[src/sv/gwnt_pkg.sv]
// Shared types and constants of the grid wall-neighbour tile store.
package gwnt_pkg;

   localparam int DEFAULT_MAX_WIDTH  = 64;
   localparam int DEFAULT_MAX_HEIGHT = 64;

   localparam int COORD_W = 6;
   localparam int SIZE_W  = 7;
   localparam int CHAR_W  = 8;
   localparam int TILE_W  = 5;

   typedef logic [1:0] cell_class_type;

   localparam cell_class_type CLS_EMPTY = 2'd0;
   localparam cell_class_type CLS_WALL  = 2'd1;
   localparam cell_class_type CLS_DOWN  = 2'd2;
   localparam cell_class_type CLS_UP    = 2'd3;

   typedef logic [0:0] csr_index_type;

   localparam csr_index_type CSR_GRID_WIDTH  = 1'd0;
   localparam csr_index_type CSR_GRID_HEIGHT = 1'd1;

   localparam logic FUNC_WRITE = 1'b0;
   localparam logic FUNC_QUERY = 1'b1;

   localparam logic [CHAR_W-1:0] CHAR_DOWN  = 8'h3E;
   localparam logic [CHAR_W-1:0] CHAR_UP    = 8'h3C;
   localparam logic [CHAR_W-1:0] CHAR_SPACE = 8'h20;

   localparam logic [TILE_W-1:0] TILE_EMPTY = 5'd0;
   localparam logic [TILE_W-1:0] TILE_DOWN  = 5'd17;
   localparam logic [TILE_W-1:0] TILE_UP    = 5'd18;

   localparam logic [SIZE_W-1:0] SIZE_RESET = 7'd64;

endpackage

[src/sv/gwnt_seq.sv]
// Sequencer: clearing sweep, cell writes and five-read neighbour query.
module gwnt_seq
   import gwnt_pkg::*;
#(
   parameter int MAX_WIDTH  = DEFAULT_MAX_WIDTH,
   parameter int MAX_HEIGHT = DEFAULT_MAX_HEIGHT,
   parameter int DEPTH      = MAX_WIDTH * MAX_HEIGHT,
   parameter int ADDR_W     = $clog2(DEPTH)
) (
   input  logic               clock,
   input  logic               reset,
   input  logic [SIZE_W-1:0]  grid_width,
   input  logic [SIZE_W-1:0]  grid_height,
   input  logic               start,
   output logic               busy,
   input  logic               req_func,
   input  logic [COORD_W-1:0] req_col,
   input  logic [COORD_W-1:0] req_row,
   input  logic [CHAR_W-1:0]  req_map_char,
   output logic               rsp_valid,
   output logic [TILE_W-1:0]  rsp_tile_code,
   output logic               rsp_is_wall,
   output logic               rsp_is_moveable,
   output logic               ram_we,
   output logic [ADDR_W-1:0]  ram_addr,
   output cell_class_type     ram_wdata,
   input  cell_class_type     ram_rdata
);

   localparam logic [1:0] ST_CLEAR = 2'd0;
   localparam logic [1:0] ST_IDLE  = 2'd1;
   localparam logic [1:0] ST_WRITE = 2'd2;
   localparam logic [1:0] ST_QUERY = 2'd3;

   localparam logic [2:0] STEP_CENTER = 3'd0;
   localparam logic [2:0] STEP_NORTH  = 3'd1;
   localparam logic [2:0] STEP_EAST   = 3'd2;
   localparam logic [2:0] STEP_SOUTH  = 3'd3;
   localparam logic [2:0] STEP_WEST   = 3'd4;
   localparam logic [2:0] STEP_LAST   = 3'd5;

   localparam int PT_W = 8;
   localparam int PROD_W = PT_W + 10;
   localparam logic [8:0] MAX_W9 = 9'(MAX_WIDTH);
   localparam logic [8:0] MAX_H9 = 9'(MAX_HEIGHT);
   localparam logic [ADDR_W-1:0] LAST_ADDR = ADDR_W'(DEPTH - 1);

   logic [1:0]          state_ff, state_in;
   logic [2:0]          step_ff, step_in;
   logic [ADDR_W-1:0]   clr_ff, clr_in;
   logic [COORD_W-1:0]  col_ff, col_in;
   logic [COORD_W-1:0]  row_ff, row_in;
   logic [CHAR_W-1:0]   char_ff, char_in;
   logic                prev_ok_ff, prev_ok_in;
   logic                center_ok_ff, center_ok_in;
   cell_class_type      center_ff, center_in;
   logic [3:0]          mask_ff, mask_in;
   logic                rsp_valid_ff, rsp_valid_in;
   logic [TILE_W-1:0]   code_ff, code_in;
   logic                wall_ff, wall_in;
   logic                move_ff, move_in;

   logic [SIZE_W-1:0]   eff_w, eff_h;
   logic [PT_W-1:0]     pt_col, pt_row;
   logic                pt_ok;
   logic [PROD_W-1:0]   pt_addr_wide;
   logic [ADDR_W-1:0]   center_addr, pt_addr;
   cell_class_type      wr_class;
   logic [3:0]          mask_final;
   logic [1:0]          mask_sel;

   // Saturate the size registers to the built grid.
   always_comb begin
      eff_w = grid_width;
      eff_h = grid_height;
      if ({2'b00, grid_width} > MAX_W9) begin
         eff_w = MAX_W9[SIZE_W-1:0];
      end
      if ({2'b00, grid_height} > MAX_H9) begin
         eff_h = MAX_H9[SIZE_W-1:0];
      end
   end

   // Shared coordinate unit: pick the cell of this step, check range, form address.
   always_comb begin
      pt_col = PT_W'(col_ff);
      pt_row = PT_W'(row_ff);
      case (step_ff)
         STEP_NORTH: pt_row = PT_W'(row_ff) - 8'd1;
         STEP_EAST:  pt_col = PT_W'(col_ff) + 8'd1;
         STEP_SOUTH: pt_row = PT_W'(row_ff) + 8'd1;
         STEP_WEST:  pt_col = PT_W'(col_ff) - 8'd1;
         default:    ;
      endcase
      pt_ok = (pt_col < PT_W'(eff_w)) && (pt_row < PT_W'(eff_h));
      pt_addr_wide = PROD_W'(pt_row) * PROD_W'(MAX_WIDTH) + PROD_W'(pt_col);
      center_addr = ADDR_W'(PROD_W'(row_ff) * PROD_W'(MAX_WIDTH) + PROD_W'(col_ff));
      pt_addr = pt_ok ? pt_addr_wide[ADDR_W-1:0] : center_addr;
   end

   always_comb begin
      if (char_ff == CHAR_DOWN) begin
         wr_class = CLS_DOWN;
      end else if (char_ff == CHAR_UP) begin
         wr_class = CLS_UP;
      end else if (char_ff != CHAR_SPACE) begin
         wr_class = CLS_WALL;
      end else begin
         wr_class = CLS_EMPTY;
      end
   end

   assign mask_final = mask_ff |
      {(prev_ok_ff && ram_rdata == CLS_WALL), 3'b000};

   // Data arriving at the east step belongs to north, so bit 0.
   assign mask_sel = 2'(step_ff - STEP_EAST);

   always_comb begin
      state_in     = state_ff;
      step_in      = step_ff;
      clr_in       = clr_ff;
      col_in       = col_ff;
      row_in       = row_ff;
      char_in      = char_ff;
      prev_ok_in   = prev_ok_ff;
      center_ok_in = center_ok_ff;
      center_in    = center_ff;
      mask_in      = mask_ff;
      rsp_valid_in = 1'b0;
      code_in      = code_ff;
      wall_in      = wall_ff;
      move_in      = move_ff;
      ram_we       = 1'b0;
      ram_addr     = pt_addr;
      ram_wdata    = wr_class;

      unique case (state_ff)
         ST_CLEAR: begin
            ram_we    = 1'b1;
            ram_addr  = clr_ff;
            ram_wdata = CLS_EMPTY;
            clr_in    = clr_ff + 1'b1;
            if (clr_ff == LAST_ADDR) begin
               state_in = ST_IDLE;
            end
         end
         ST_IDLE: begin
            if (start) begin
               col_in   = req_col;
               row_in   = req_row;
               char_in  = req_map_char;
               step_in  = STEP_CENTER;
               mask_in  = 4'd0;
               state_in = (req_func == FUNC_WRITE) ? ST_WRITE : ST_QUERY;
            end
         end
         ST_WRITE: begin
            // Step is at the center here; drop writes outside the grid.
            ram_we   = pt_ok;
            state_in = ST_IDLE;
         end
         default: begin
            // Issue read for this step; consume the data of the previous one.
            prev_ok_in = pt_ok;
            step_in    = step_ff + 3'd1;
            if (step_ff == STEP_NORTH) begin
               center_in    = ram_rdata;
               center_ok_in = prev_ok_ff;
            end else if (step_ff != STEP_CENTER && step_ff != STEP_LAST) begin
               mask_in[mask_sel] = prev_ok_ff && ram_rdata == CLS_WALL;
            end
            if (step_ff == STEP_LAST) begin
               rsp_valid_in = 1'b1;
               state_in     = ST_IDLE;
               code_in      = TILE_EMPTY;
               wall_in      = 1'b0;
               move_in      = 1'b0;
               if (center_ok_ff) begin
                  if (center_ff == CLS_WALL) begin
                     code_in = TILE_W'(mask_final) + 5'd1;
                     wall_in = 1'b1;
                  end else begin
                     move_in = 1'b1;
                     if (center_ff == CLS_DOWN) begin
                        code_in = TILE_DOWN;
                     end else if (center_ff == CLS_UP) begin
                        code_in = TILE_UP;
                     end
                  end
               end
            end
         end
      endcase
   end

   always_ff @(posedge clock) begin
      if (reset) begin
         state_ff     <= ST_CLEAR;
         clr_ff       <= '0;
         step_ff      <= STEP_CENTER;
         rsp_valid_ff <= 1'b0;
      end else begin
         state_ff     <= state_in;
         clr_ff       <= clr_in;
         step_ff      <= step_in;
         rsp_valid_ff <= rsp_valid_in;
      end
   end

   always_ff @(posedge clock) begin
      col_ff       <= col_in;
      row_ff       <= row_in;
      char_ff      <= char_in;
      prev_ok_ff   <= prev_ok_in;
      center_ok_ff <= center_ok_in;
      center_ff    <= center_in;
      mask_ff      <= mask_in;
      code_ff      <= code_in;
      wall_ff      <= wall_in;
      move_ff      <= move_in;
   end

   assign busy            = (state_ff != ST_IDLE);
   assign rsp_valid       = rsp_valid_ff;
   assign rsp_tile_code   = code_ff;
   assign rsp_is_wall     = wall_ff;
   assign rsp_is_moveable = move_ff;

endmodule

[config.mk]
export PLATFORM = sky130hd
export DESIGN_NAME = gwnt_seq
export DESIGN_NICKNAME = d
export VERILOG_FILES = /design/src/sv/gwnt_pkg.sv /design/src/sv/gwnt_seq.sv
export SDC_FILE = /design/constraint.sdc
export NUM_CORES = 1
export LEC_CHECK = 0
export BUFFER_PORTS_ARGS = -buffer_cell sky130_fd_sc_hd__buf_2
export CAP_MARGIN = 20
export CORE_UTILIZATION = 40
export CTS_CLUSTER_DIAMETER = 150
export DETAILED_ROUTE_END_ITERATION = 6
export PLACE_DENSITY_LB_ADDON = 0.2
export SYNTH_ARGS = -nofsm -noshare
export SYNTH_HDL_FRONTEND = slang
export SYNTH_SLANG_ARGS = --single-unit
[constraint.sdc]
create_clock -name clock -period 5.75 [get_ports clock]
set_input_delay 1.15 -clock clock [delete_from_list [all_inputs] [get_ports clock]]
set_output_delay 1.15 -clock clock [all_outputs]
set_load 0.01 [all_outputs]
Yosys cells after proc, flatten, opt, wreduce, memory -nomap -nowiden
Cells that the tools add are included.
W data, S select, Z words.
{"block": "totals", "inputBits": 40, "reg_bits": 53, "elab_cells": 101}
{"block": "op_classes", "reduce_logical": 17, "n_eq_ne": 20, "bitwise": 3, "addsub": 10, "mux": 31, "n_lt_le_gt_ge": 6}
{"op": "$pmux W8 S2", "n": 2}
{"op": "$mux W12", "n": 2}
{"op": "$eq A8 B6 Y1 const B", "n": 2}
{"op": "$lt A8 B7 Y1", "n": 2}
{"op": "$mux W5", "n": 3}
{"op": "$add A6 B1 Y7 const B", "n": 2}
{"op": "$gt A7 B7 Y1 const B", "n": 2}
{"op": "$mux W7", "n": 2}
{"op": "$sub A6 B1 Y7 const B", "n": 2}
{"op": "$add A12 B1 Y12 const B", "n": 1}
{"op": "$add A12 B6 Y12", "n": 1}
{"op": "$add A12 B8 Y12", "n": 1}
{"op": "$eq A12 B12 Y1 const B", "n": 1}
{"op": "$mux W2", "n": 6}
{"op": "$mux W4", "n": 3}
{"op": "$ne A8 B6 Y1 const B", "n": 1}
{"op": "$pmux W4 S2", "n": 1}
{"op": "$reduce_and A2 Y1", "n": 4}
{"op": "$eq A2 B1 Y1 const B", "n": 3}
{"op": "$eq A2 B2 Y1 const B", "n": 3}
{"op": "$eq A3 B2 Y1 const B", "n": 2}
{"op": "$eq A3 B3 Y1 const B", "n": 2}
{"op": "$mux W1", "n": 6}
{"op": "$pmux W2 S3", "n": 1}
{"op": "26 further kinds", "n": 32}

Depth between registers and ports, before layout
{"block": "logic_depth", "depth_word": 9, "mapped_depth": 17, "mapped_depth_nobuf": 15}

Worst setup path before layout
No wires, ideal clock.
{"block": "synth_path", "kind": "register to output", "from": "register step_ff[0]", "to": "output ram_addr[10]", "path_buffers": 1, "slack_ps": 1458, "arrival_ps": 3142, "path_stages_with_launch": 17, "path_cell_list": "dfxtp_1 inv_1 ha_1 nor2b_1 and4_1 and3_1 a21oi_1 xnor2_1 ha_1 a21oi_1 o22ai_1 nor4b_1 o211ai_2 nor2_4 buf_12 mux2i_1 o21ai_1"}
{"block": "synth_via", "elab_chain_cells": 6, "word_cells_on_any_way": 12, "classes_between": "1 x add/sub; 2 x order compare; 4 x eq/ne; 4 x mux; 1 x reduce/logical"}
{"item": "start: declaration", "line": "gwnt_seq.sv:49", "text": "logic [2:0] step_ff, step_in;"}
{"item": "start signal: assignment", "line": "gwnt_seq.sv:206", "text": "step_ff <= step_in;"}
{"item": "$eq A3 B3 Y1, or another cell as far along", "line": "gwnt_seq.sv:88", "text": "case (step_ff)"}
{"item": "$pmux W8 S2", "line": "gwnt_seq.sv:88"}
{"item": "$lt A8 B7 Y1", "line": "gwnt_seq.sv:95", "text": "pt_ok = (pt_col < PT_W'(eff_w)) && (pt_row < PT_W'(eff_h));"}
{"item": "$logic_and A1 B1 Y1 (*)", "line": "gwnt_seq.sv:95"}
{"item": "net pt_ok", "line": "gwnt_seq.sv:65", "text": "logic pt_ok;"}
{"item": "$mux W12 (*)", "line": "gwnt_seq.sv:98", "text": "pt_addr = pt_ok ? pt_addr_wide[ADDR_W-1:0] : center_addr;"}
{"item": "$mux W12 (*)", "line": "gwnt_seq.sv:138", "text": "unique case (state_ff)"}
{"item": "end: declaration", "line": "gwnt_seq.sv:25", "text": "output logic [ADDR_W-1:0] ram_addr,"}
Mark *: on every way through the listed nets, which the timed path passes. The rest lies on a longest branch.

Final worst setup path
{"block": "layout_path", "from": "register step_ff[0]", "to": "output ram_addr[6]"}
{"block": "layout_via", "elab_chain_cells": 6, "word_cells_on_any_way": 12, "classes_between": "1 x add/sub; 2 x order compare; 4 x eq/ne; 4 x mux; 1 x reduce/logical"}
{"item": "branches (longest 4 deep; another with $add A12 B8 Y12)"}
{"item": "$mux W12 (*)", "line": "gwnt_seq.sv:98"}
{"item": "$mux W12 (*)", "line": "gwnt_seq.sv:138"}
Mark *: on every way between the ends.

==> impl_metrics.json <==
{
  "vias_per_cell": 5.294,
  "critPathCaptureType": "output pin",
  "maxCapViolations": 0,
  "cts_hold_buffers": 0,
  "crit_buf_inv": 3,
  "ir_drop_mv": 0.1188,
  "synth_nets": 426,
  "antenna_left": 0,
  "rsz0062_at_grt": "no",
  "fin_nets": 484,
  "grt_overflow_total": 0,
  "clockBufferDepth": 2,
  "worstPathMaxFanout": 10,
  "outcome": "finished clean",
  "drc": 0,
  "power_uw": 682.9,
  "drtPass1Iterations": 4,
  "die_h_um": 94.36,
  "clkTransAtPathRegs_ns": 0.10,
  "crit_slowest_cell": "dfxtp_1",
  "synth_edf_count": 35,
  "dr.first_iter.drc_count": 135,
  "ys_seq_area_share_pct": 41.36,
  "drive_above_1_share_pct": 21.00,
  "wl_per_cell_um": 14.68,
  "grt_max_degree": 30,
  "netlist_instances": 360,
  "finalHoldViolCount": 0,
  "fin_cells": 524,
  "slew_headroom_pct": 29.09,
  "finalWorstPathRequiredPeriod_ns": 5.364,
  "crit_required_ns": 4.60,
  "fin_skew_ns": 0.009121,
  "place_inst": 513,
  "p_leak_nw": 1.569,
  "clock.fmax_mhz": 186.4,
  "cp_top_family": "simple AND/OR/NAND/NOR gates",
  "vias": 2774,
  "finalCritPeriodShare_pct": 93.29,
  "area_delta_synth_final_pct": 14.26,
  "cts_made_buffers": 5,
  "ys.flop_type": "edfxtp_1",
  "grt_usage_pct": 18.43,
  "critPathArrivalTime_ns": 4.21,
  "worstPathCellList": "inv_1 -> ha_1 -> nor2b_1 -> and4_1 -> and3_1 -> a21oi_1 -> xnor2_1 -> ha_1 -> a21oi_1 -> o22ai_1 -> nor4b_1 -> o211ai_2 -> nor2_4 -> buf_12 -> mux2i_1 -> o21ai_1 -> buf_2",
  "finalWirelength_um": 7692,
  "hpwl_um": 5865,
  "pre_cts_ws_ns": 0.6617,
  "setup_ws_ns": 0.3857,
  "setup_tns_ns": 0,
  "syn_area_sq_um": 3412,
  "io_pins": 64,
  "portBuffers": 63,
  "syn_avg_cell_area_sq_um": 9.478,
  "worst_hold_slack_ns": 0.4631,
  "final_core_util_pct": 47.45,
  "ys_top_cells_by_area": "edfxtp_1, dfxtp_1, ha_1",
  "fin_area_sq_um": 3899,
  "tritoncts": "built",
  "antenna_found_initial": 0,
  "tightest_slew_ns": 1.062,
  "ys_warn_count": 0,
  "grt_pass1_wl_um": 12590,
  "placed_area_sq_um": 3769,
  "die_x_um": 94.36,
  "min_path_type": "flip-flop to flip-flop",
  "design.core.area_sq_um": 8217,
  "startpoint_type": "flip-flop",
  "slowest_delay_ns": 0.51,
  "synth.distinct_cells": 58,
  "synth_top_area_share_pct": 30.80,
  "synthArstFlopShare_pct": 0,
  "grt_pass1_vias": 2650,
  "ys_seq_elements": 53,
  "place_congestion": 0.8612,
  "synth_top_area_cell": "edfxtp_1",
  "cts_root_buffer": "clkbuf_8",
  "row_count": 33,
  "power.density_nw_per_um2": 175.1,
  "fillCellCount": 818,
  "slew_violations": 0,
  "insertion_delay_ns": 0.31,
  "numClockSinks": 53,
  "crit_type": "flip-flop to output pin",
  "setup_viol": 0,
  "initial_core_util_pct": 41.53,
  "diodes": 0,
  "htree_levels": 2,
  "die_area_sq_um": 8904
}
## worst register-to-register path, stage by stage (launching register included)
cell      delay [ns]
dfxtp_1         0.51
inv_1           0.11
ha_1            0.26
nor2b_1         0.19
and4_1          0.22
and3_1          0.17
a21oi_1         0.16
xnor2_1         0.20
ha_1            0.31
a21oi_1         0.17
o22ai_1         0.09
nor4b_1         0.37
o211ai_2        0.22
nor2_4          0.17
buf_12          0.14
## worst paths after layout
path	slack (ns)	from	cells after the start	to
worst max-delay path	0.39	step_ff[0]$_SDFFE_PP0P_	17	ram_addr[6]
worst min-delay path	0.46	prev_ok_ff$_DFFE_PN_	0	center_ok_ff$_DFFE_PP_
worst max register to register	2.33	step_ff[0]$_SDFFE_PP0P_	14	prev_ok_ff$_DFFE_PN_
worst min register to register	0.46	prev_ok_ff$_DFFE_PN_	0	center_ok_ff$_DFFE_PP_
## cells by family after synthesis
group                    count (synthesis)  share of synthesized area [%]
buffers and inverters                   34                          4.914
flip-flops                              53                          41.36
adder cells (fa/ha/maj)                 26                          9.754
multiplexers                            17                          5.097
AO/OA/AOI/OAI                           61                          11.77
AND/OR/NAND/NOR                        147                          21.45
XOR/XNOR                                22                          5.647
## registers in the layout (all words and copies together), names as in the netlist, 2 cells and up
| signal | cells |
|---|---|
| center_ff | 2 |
| char_ff | 8 |
| clr_ff | 12 |
| col_ff | 6 |
| mask_ff | 4 |
| row_ff | 6 |
| rsp_tile_code | 5 |
| state_ff | 2 |
| step_ff | 3 |
## power by group
part / switching [mW] / total [mW] / internal [mW]
Sequential: 0.00286 / 0.408 / 0.405
Clock: 0.136 / 0.222 / 0.0863
Combinational: 0.0253 / 0.0522 / 0.0269
Total: 0.164 / 0.683 / 0.519
## final cells by class
cell class	instances	area, sq um	share of cell area (%)
flip-flops and latches	53	1411	36.20
repair buffers	67	357.8	9.178
clock inverters	3	20.02	0.5135
inverters	18	67.56	1.733
multi-input cells	273	1842	47.24
well taps	105	131.4	3.370
clock buffers	5	68.82	1.765
## cell usage in the layout (no fill, tap or decap), types with 3 or more instances in the layout
cell      instances
and3_1            6
xnor2_1          13
inv_1            18
buf_4             3
o21ai_1           9
nand2_1          42
edfxtp_1         35
buf_2            63
and4_1            3
nand4b_1          3
nand3_1          15
nand4_1           5
nor3_1           10
a21oi_1          19
or3_1             3
xor2_1            9
o21ai_0           9
dfxtp_1          18
clkbuf_8          5
mux2i_1          16
nor2_1           38
a21o_1            3
ha_1             25
nor2b_1           6
## what timing repair did
item	4_1_cts	5_1_grt
gates resized for setup	0	1
endpoints found under the setup margin	0	6
buffers inserted	0	3
## routing by layer
metal | global-route usage, % | vias to the layer above | wire (um)
li1 | - | 1405 | -
met1 | 24.12 | 1270 | 3633
met2 | 29.59 | 85 | 3466
met3 | 3.865 | 14 | 383
met4 | 7.436 | 0 | 209
met5 | 0 | - | 0
## synth_stat cells (6+ instances only)
| cell | count |
|---|---|
| nor3_1 | 10 |
| o21ai_1 | 9 |
| inv_1 | 18 |
| and3_1 | 6 |
| o21ai_0 | 9 |
| dfxtp_1 | 18 |
| xor2_1 | 9 |
| xnor2_1 | 13 |
| nand3_1 | 15 |
| nor2_1 | 39 |
| edfxtp_1 | 35 |
| buf_2 | 7 |
| mux2i_1 | 16 |
| nand2_1 | 42 |
| a21oi_1 | 19 |
| ha_1 | 25 |
| nor2b_1 | 6 |
| clkbuf_1 | 6 |
(Power assumes the default switching activity.)
